`config.mk`:
```
export PLATFORM = sky130hd
export DESIGN_NAME = sorted_priority_queue
export DESIGN_NICKNAME = d
export VERILOG_FILES = /design/src/rtl/spq_pkg.sv /design/src/rtl/spq_cell.sv /design/src/rtl/sorted_priority_queue.sv
export SDC_FILE = /design/constraint.sdc
export NUM_CORES = 2
export LEC_CHECK = 0
export BUFFER_PORTS_ARGS = -buffer_cell sky130_fd_sc_hd__buf_2
export CORE_MARGIN = 2
export CORE_UTILIZATION = 40
export CTS_CLUSTER_DIAMETER = 60
export CTS_CLUSTER_SIZE = 14
export DETAILED_ROUTE_END_ITERATION = 8
export PLACE_DENSITY = 0.59
export SETUP_SLACK_MARGIN = 0.3
export SYNTH_ARGS = -nofsm -noshare
export SYNTH_HDL_FRONTEND = slang
export SYNTH_HIERARCHICAL = 1
export SYNTH_SLANG_ARGS = --single-unit
export TNS_END_PERCENT = 20
```
`constraint.sdc`:
```
create_clock -name clk -period 4.45 [get_ports clk]
set_input_delay 0.445 -clock clk [delete_from_list [all_inputs] [get_ports clk]]
set_output_delay 0.445 -clock clk [all_outputs]
set_load 0.005 [all_outputs]
```
`src/rtl/spq_pkg.sv`:
```
// Shared types and constants for the sorted priority queue.
package spq_pkg;

	localparam int CAPACITY = 16;
	localparam int CNT_W    = $clog2(CAPACITY + 1);
	localparam int FILL_W   = 5;

	localparam logic ACT_INSERT = 1'b0;
	localparam logic ACT_REMOVE = 1'b1;

	typedef enum logic [1:0] {
		ST_INSERTED = 2'd0,
		ST_REMOVED  = 2'd1,
		ST_EMPTY    = 2'd2,
		ST_FULL     = 2'd3
	} status_t;

	// One command beat.
	typedef struct packed {
		logic               action;
		logic signed [31:0] value_in;
		logic        [7:0]  prio_in;
	} item_t;

	// One result beat.
	typedef struct packed {
		status_t             status;
		logic signed [31:0]  value_out;
		logic        [7:0]   prio_out;
		logic [FILL_W-1:0]   fill_level;
	} result_t;

	// Contents of one queue slot.
	typedef struct packed {
		logic signed [31:0] value;
		logic        [7:0]  prio;
	} entry_t;

	// Shift control broadcast to every cell.
	typedef struct packed {
		logic   ins;
		logic   rem;
		entry_t new_entry;
	} cell_ctl_t;

endpackage

```
`src/rtl/spq_cell.sv`:
```
// One slot of the sorted shift chain: holds an entry, shifts right on insert, left on remove.
module spq_cell (
	input  logic               clk,
	input  spq_pkg::cell_ctl_t ctl,
	input  logic               occ,
	input  logic               left_after,
	input  spq_pkg::entry_t    left_entry,
	input  spq_pkg::entry_t    right_entry,
	output logic               after,
	output spq_pkg::entry_t    entry
);
	import spq_pkg::*;

	entry_t entry_q;

	// New entry belongs at or before this slot when it is empty or holds a larger number.
	assign after = !occ || (entry_q.prio > ctl.new_entry.prio);
	assign entry = entry_q;

	// Insert: slots past the insert point take the left neighbor; the insert point takes
	// the new entry. Remove: every slot takes its right neighbor.
	always_ff @(posedge clk) begin
		if (ctl.ins && after) begin
			entry_q <= left_after ? left_entry : ctl.new_entry;
		end else if (ctl.rem) begin
			entry_q <= right_entry;
		end
	end

endmodule

```
`src/rtl/sorted_priority_queue.sv`:
```
// Sorted priority queue built as a chain of shift cells, lowest priority number first.
//
// Takes one command beat per clock: busy is never raised, so start may be held high
// every cycle. The result of each beat appears on result, marked by done, in the cycle
// after the beat is accepted, and lasts exactly one cycle. Each slot of the queue is a
// cell that compares its priority with the incoming one and shifts into place, which
// is what sets the one-beat-per-clock rate. Equal priorities leave in arrival
// order. An insert into a full queue reports full and a remove from an empty queue
// reports empty; neither changes the contents.
module sorted_priority_queue (
	input  logic              clk,
	input  logic              arst_n,
	input  logic              start,
	output logic              busy,
	input  spq_pkg::item_t    item,
	output logic              done,
	output spq_pkg::result_t  result
);
	import spq_pkg::*;

	logic [CNT_W-1:0]  count_q;
	logic              done_q;
	result_t           result_q;
	cell_ctl_t         ctl;
	logic              accept;
	logic              full;
	logic              empty;
	logic [CAPACITY-1:0] occ;
	logic [CAPACITY-1:0] after;
	entry_t            entries [CAPACITY];

	assign busy   = 1'b0;
	assign accept = start && !busy;
	assign full   = (count_q == CNT_W'(CAPACITY));
	assign empty  = (count_q == '0);

	// Broadcast shift command.
	always_comb begin
		ctl.ins             = accept && (item.action == ACT_INSERT) && !full;
		ctl.rem             = accept && (item.action == ACT_REMOVE) && !empty;
		ctl.new_entry.value = item.value_in;
		ctl.new_entry.prio  = item.prio_in;
	end

	// Cell chain.
	for (genvar i = 0; i < CAPACITY; i++) begin : g_cell
		assign occ[i] = (CNT_W'(i) < count_q);

		if (i == 0) begin : g_head
			spq_cell u_cell (
				.clk         (clk),
				.ctl         (ctl),
				.occ         (occ[i]),
				.left_after  (1'b0),
				.left_entry  (ctl.new_entry),
				.right_entry (entries[i+1]),
				.after       (after[i]),
				.entry       (entries[i])
			);
		end else if (i == CAPACITY - 1) begin : g_tail
			spq_cell u_cell (
				.clk         (clk),
				.ctl         (ctl),
				.occ         (occ[i]),
				.left_after  (after[i-1]),
				.left_entry  (entries[i-1]),
				.right_entry (entries[i]),
				.after       (after[i]),
				.entry       (entries[i])
			);
		end else begin : g_mid
			spq_cell u_cell (
				.clk         (clk),
				.ctl         (ctl),
				.occ         (occ[i]),
				.left_after  (after[i-1]),
				.left_entry  (entries[i-1]),
				.right_entry (entries[i+1]),
				.after       (after[i]),
				.entry       (entries[i])
			);
		end
	end

	// Fill count and result strobe.
	always_ff @(posedge clk or negedge arst_n) begin
		if (!arst_n) begin
			count_q <= '0;
			done_q  <= 1'b0;
		end else begin
			done_q <= accept;
			if (ctl.ins) begin
				count_q <= count_q + CNT_W'(1);
			end else if (ctl.rem) begin
				count_q <= count_q - CNT_W'(1);
			end
		end
	end

	// Result payload.
	always_ff @(posedge clk) begin
		if (accept) begin
			result_q.value_out <= '0;
			result_q.prio_out  <= '0;
			if (item.action == ACT_INSERT) begin
				if (full) begin
					result_q.status     <= ST_FULL;
					result_q.fill_level <= FILL_W'(count_q);
				end else begin
					result_q.status     <= ST_INSERTED;
					result_q.fill_level <= FILL_W'(count_q + CNT_W'(1));
				end
			end else begin
				if (empty) begin
					result_q.status     <= ST_EMPTY;
					result_q.fill_level <= FILL_W'(count_q);
				end else begin
					result_q.status     <= ST_REMOVED;
					result_q.value_out  <= entries[0].value;
					result_q.prio_out   <= entries[0].prio;
					result_q.fill_level <= FILL_W'(count_q - CNT_W'(1));
				end
			end
		end
	end

	assign done   = done_q;
	assign result = result_q;

endmodule
```
== Yosys cells after proc, flatten, opt, wreduce, memory -nomap -nowiden ==
Cells that the tools add are included.

* Register bits after elaboration: 693
* Word-level logic and storage cells: 199

* $add $sub $neg: 2
* Order comparisons: 32
* Eq/ne operators: 1
* Muxes and demuxes: 53
* Bitwise operators: 1
* Reductions and logical operators: 72

{| class="wikitable"
|+ Operators with widths
! operator !! count
|-
| $mux 40 || 45
|-
| $gt 8x8->1 || 16
|-
| $lt 4x5->1 const A || 8
|-
| $reduce_bool 2->1 || 16
|-
| $mux 5 || 5
|-
| $logic_and 1x1->1 || 20
|-
| $lt 3x5->1 const A || 4
|-
| $logic_not 1->1 || 18
|-
| $logic_or 1x1->1 || 16
|-
| $lt 1x5->1 const A || 2
|-
| $lt 2x5->1 const A || 2
|-
| $mux 2 || 3
|-
| $add 5x1->5 const B || 1
|-
| $eq 5x5->1 const B || 1
|-
| $logic_not 5->1 || 1
|-
| $sub 5x1->5 const B || 1
|-
| $reduce_or 2->1 || 1
|-
| $not 1->1 || 1
|}

== Depth between registers and ports, before layout ==
* Depth in word-level cells: 5
* Mapped depth: 14
* Gate-level depth less buffers: 11

== Hierarchy ==
The synthesis kept the hierarchy.

{| class="wikitable"
|+ Modules (own cells, without submodules)
! module !! times used !! cells each !! area each (um^2)
|-
| spq_cell at g_cell[0].g_head.u_cell ... || 9 || 169 || 2536.2
|-
| spq_cell at g_cell[3].g_mid.u_cell ... || 7 || 169 || 2534.9
|-
| sorted_priority_queue || 1 || 189 || 2413.6
|}

== Worst setup path after synthesis ==
Ideal clock, no wire load.

* Path kind: register to register
* Start: register count_q[0]
* End: register g_cell[0].g_head.u_cell.entry_q, in the netlist g_cell[0].g_head.u_cell/entry[0] (enable)
* Setup time: 0.380 ns
* Arrival time: 3.299 ns
* Data required time: 4.070 ns
* Slack: 0.771 ns
* Stages on the path, launching flop included: 10
* Path buffers: 3
* Period minus slack after synthesis: 3.679 ns
* Cell sequence: dfrtp_1 > clkbuf_1 > inv_1 > ha_1 > nor4bb_1 > buf_4 > nor2_1 > o211a_4 > buf_6 > or2_2

{| class="wikitable"
|+ RTL lines
! what !! RTL line !! text
|-
| start: declaration || sorted_priority_queue.sv:21 || <nowiki>logic [CNT_W-1:0] count_q;</nowiki>
|-
| start signal: assignment || sorted_priority_queue.sv:93 || <nowiki>count_q <= count_q + CNT_W'(1);</nowiki>
|-
| start signal: assignment || sorted_priority_queue.sv:95 || <nowiki>count_q <= count_q - CNT_W'(1);</nowiki>
|-
| end signal: assignment || spq_cell.sv:24 || <nowiki>entry_q <= left_after ? left_entry : ctl.new_entry;</nowiki>
|-
| end signal: assignment || spq_cell.sv:26 || <nowiki>entry_q <= right_entry;</nowiki>
|-
| end: declaration || spq_cell.sv:14 || <nowiki>entry_t entry_q;</nowiki>
|}

== Final worst setup path ==
* Start: register count_q[0]
* End: register g_cell[15].g_tail.u_cell.entry_q, in the netlist g_cell[15].g_tail.u_cell/entry[14] (data pin)

* Cells in the longest elaborated chain, start to end: 4

{| class="wikitable"
|+ Ends and longest elaborated chain
! what !! RTL line !! text
|-
| $lt 4x5->1 || sorted_priority_queue.sv:47 || <nowiki>assign occ[i] = (CNT_W'(i) < count_q);</nowiki>
|-
| via occ[14] || sorted_priority_queue.sv:28 || <nowiki>logic [CAPACITY-1:0] occ;</nowiki>
|-
| $logic_not 1->1 || spq_cell.sv:17 || <nowiki>assign after = !occ || (entry_q.prio > ctl.new_entry.prio);</nowiki>
|-
| $logic_or 1x1->1 || spq_cell.sv:17 ||
|-
| via after[14] || sorted_priority_queue.sv:29 || <nowiki>logic [CAPACITY-1:0] after;</nowiki>
|-
| $mux 40 || spq_cell.sv:24 ||
|-
| end signal: assignment || spq_cell.sv:24 ||
|-
| end signal: assignment || spq_cell.sv:26 ||
|-
| end: declaration || spq_cell.sv:14 ||
|}

The timed path passes the listed nets, and every way through them passes these cells.
A chain may end at the register's enable or synchronous reset.

==> results.tsv <==
stage	metric	value	unit
timing	period_share	78.0	%
logic_synthesis	yosys_warnings	6	
timing	rsz0062_at_grt	false	
pwr	power.switching	8.99	mW
grt	antenna_found_initial	4	
cts	cts_hold_buf	2	
placed_design	portBuffers	91	
timing	fin_worst_skew	0.0172	ns
cts	clock-sinks	693	
routing	drc	0	
pwr	p_clk_share	17.0	%
cts	path_clk_slew	0.07	ns
pwr	pwr-share-comb	43.5	%
placed_design	pre_cts_ws	1.03	ns
finish	layoutNonFillerInstCount	4360	
routing	wl_met1	43400	um
timing	maxSlewViolCount	0	
logic_synthesis	synthesis.area	43000	um^2
placed_design	place_inst	4271	
routing	drt_iter0_markers	1362	
status	status	finished clean	
cts	post_cts_buffers	0	
logic_synthesis	syn_area_per_cell	14.9	um^2
pwr	p_int	19.7	mW
finish	area_delta_synth_final	7.35	%
floorplanning	ios	93	
finish	fin_area	46100	um^2
floorplanning	placementRows	120	
finish	nNetsFinal	3107	
pwr	power	28.6	mW
timing	finalSetupViolations	0	
routing	wl_met3	3050	um
routing	ant_nets	0	
pwr	ir_drop	382	uV
critical_path	cp-start-kind	register	
routing	dr_wl_met2	40200	um
routing	via_count	22800	
critical_path	r2r_end	g_cell[15].g_tail.u_cell/entry[14]	
cts	clock_path_buffers	3	
floorplanning	die_w	332	um
critical_path	ff2ff_setup_slack	0.98	ns
grt	track_usage	15.5	%
flow_run	maxCapViolations	0	
pwr	power_density	621	nW/um^2
timing	relSlewSlack	21.2	%
timing	worst_slack	0.980	ns
grt	grt_pass1_vias	24200	
critical_path	cp.required	4.83	ns
finish	layout_commonest_cell	edfxtp_1	
placed_design	dp_hpwl	66000	um
timing	max_freq	0.288	GHz
timing	hold_viol	0	
cts	numCtsBuffers	59	
cts	clkLatencyLatePin	0.64	ns
critical_path	endpoint_kind	register	
cts	cts_resized	0	
pwr	leakage	17.7	nW
routing	drt_pass1_iterations	8	
cts	ctsHtreeMaxLevel	2	
routing	wire_per_inst	20.2	um
placed_design	place_congestion	0.833	
floorplanning	die-height	332	um
cts	cts_tree	built	
placed_design	dpl_cell_area	44400	um^2
timing	fin_tns_setup	0	ns
timing	worstMarginPinSlew	1.18	ns
finish	drive_gt1_share	48.2	%
finish	final_cell_mix	687 x edfxtp_1, 624 x mux2_4, 545 x mux2_2, 150 x inv_1, 146 x o21ai_0	
critical_path	cp_max_fo	39	
pwr	seqPwrFrac	39.5	%
grt	grt_max_degree	48	
routing	viasPerCell	5.22	
pwr	netSwitchingFraction	31.4	%
critical_path	criticalPathCategory	reg2reg	
min_path	hp-class	in2async	
grt	grt_pass1_wl	140000	um
logic_synthesis	syn_inst	2891	
floorplanning	core_area	107000	um^2
critical_path	rr_worst_depth	10	
timing	period_minus_slack	3.47	ns
critical_path	worstPathArrival	3.85	ns
grt	grt_overflow	0	
critical_path	r2r-start	count_q[0]	
floorplanning	die-area	110000	um^2
floorplanning	start_util	40.3	%
cts	root_buffer	clkbuf_16	
routing	routed_wl	88000	um
routing	highest_layer	met5	
[worst max path at each step]
| stage | start | to | slack, ns | depth (start not counted) |
|---|---|---|---|---|
| 2_1_floorplan | count_q[0] | g_cell[0].g_head.u_cell/entry[0] | 0.77 | 9 |
| 3_5_place_dp | count_q[0] | g_cell[8].g_mid.u_cell/entry[23] | 1.03 | 7 |
| 3_3_place_gp | count_q[0] | g_cell[13].g_mid.u_cell/entry[20] | 1.07 | 9 |
| 6_report | count_q[0] | g_cell[15].g_tail.u_cell/entry[14] | 0.98 | 10 |
| 4_1_cts | count_q[0] | g_cell[8].g_mid.u_cell/entry[23] | 1.03 | 7 |
| 5_1_grt | count_q[0] | g_cell[15].g_tail.u_cell/entry[19] | 0.82 | 9 |
[per-stage QoR]
stage	hold WS, ns	utilization, %
after global placement	0.273	41.6
final	0.160	43.2
after CTS	0.113	43.2
after global routing	0.142	43.2
after detailed placement	0.274	41.6
after floorplan	0.149	-
[power groups by stage]
stage / Combinational, mW / Clock [mW] / Sequential, mW
floorplan: 10.6 / 0 / 10.8
global placement: 12.1 / 0 / 11.3
detailed placement: 12.5 / 0 / 11.4
CTS: 12.5 / 5.06 / 11.3
global route: 13.5 / 5.25 / 11.5
finish: 12.5 / 4.87 / 11.3
[routing by layer]
metal / up-vias / track usage (%)
li1: 11000 / -
met1: 11300 / 21.8
met2: 398 / 25.7
met3: 103 / 2.05
met4: 6 / 3.15
met5: - / 0
[area by class of cell]
class	count	area [um^2]
clock inverter	16	131
inverter	165	619
multi-input combinational	1877	20500
sequential	693	20800
antenna	1	2.50
timing repair buffer	135	816
fill	9541	60600
tap	1403	1760
clock buffer	70	1550
[critical path: stages, from the launching register on]
cell and delay, ns:
dfrtp_1 0.61, nand2_1 0.30, o21bai_1 0.48, nand3_1 0.14, nor3_1 0.18, inv_1 0.10
o21ai_0 0.11, clkinv_1 0.26, buf_4 0.37, mux2_2 0.36, mux2_4 0.26
[sequential cells by signal, indices dropped and copies added, names as in the netlist]
signal / cells
result: 47
g_cell.g_head.u_cell/entry: 40
g_cell.g_tail.u_cell/entry: 40
g_cell.g_mid.u_cell/entry: 560
done: 1
count_q: 5
Power figures use the tool's default switching activity.
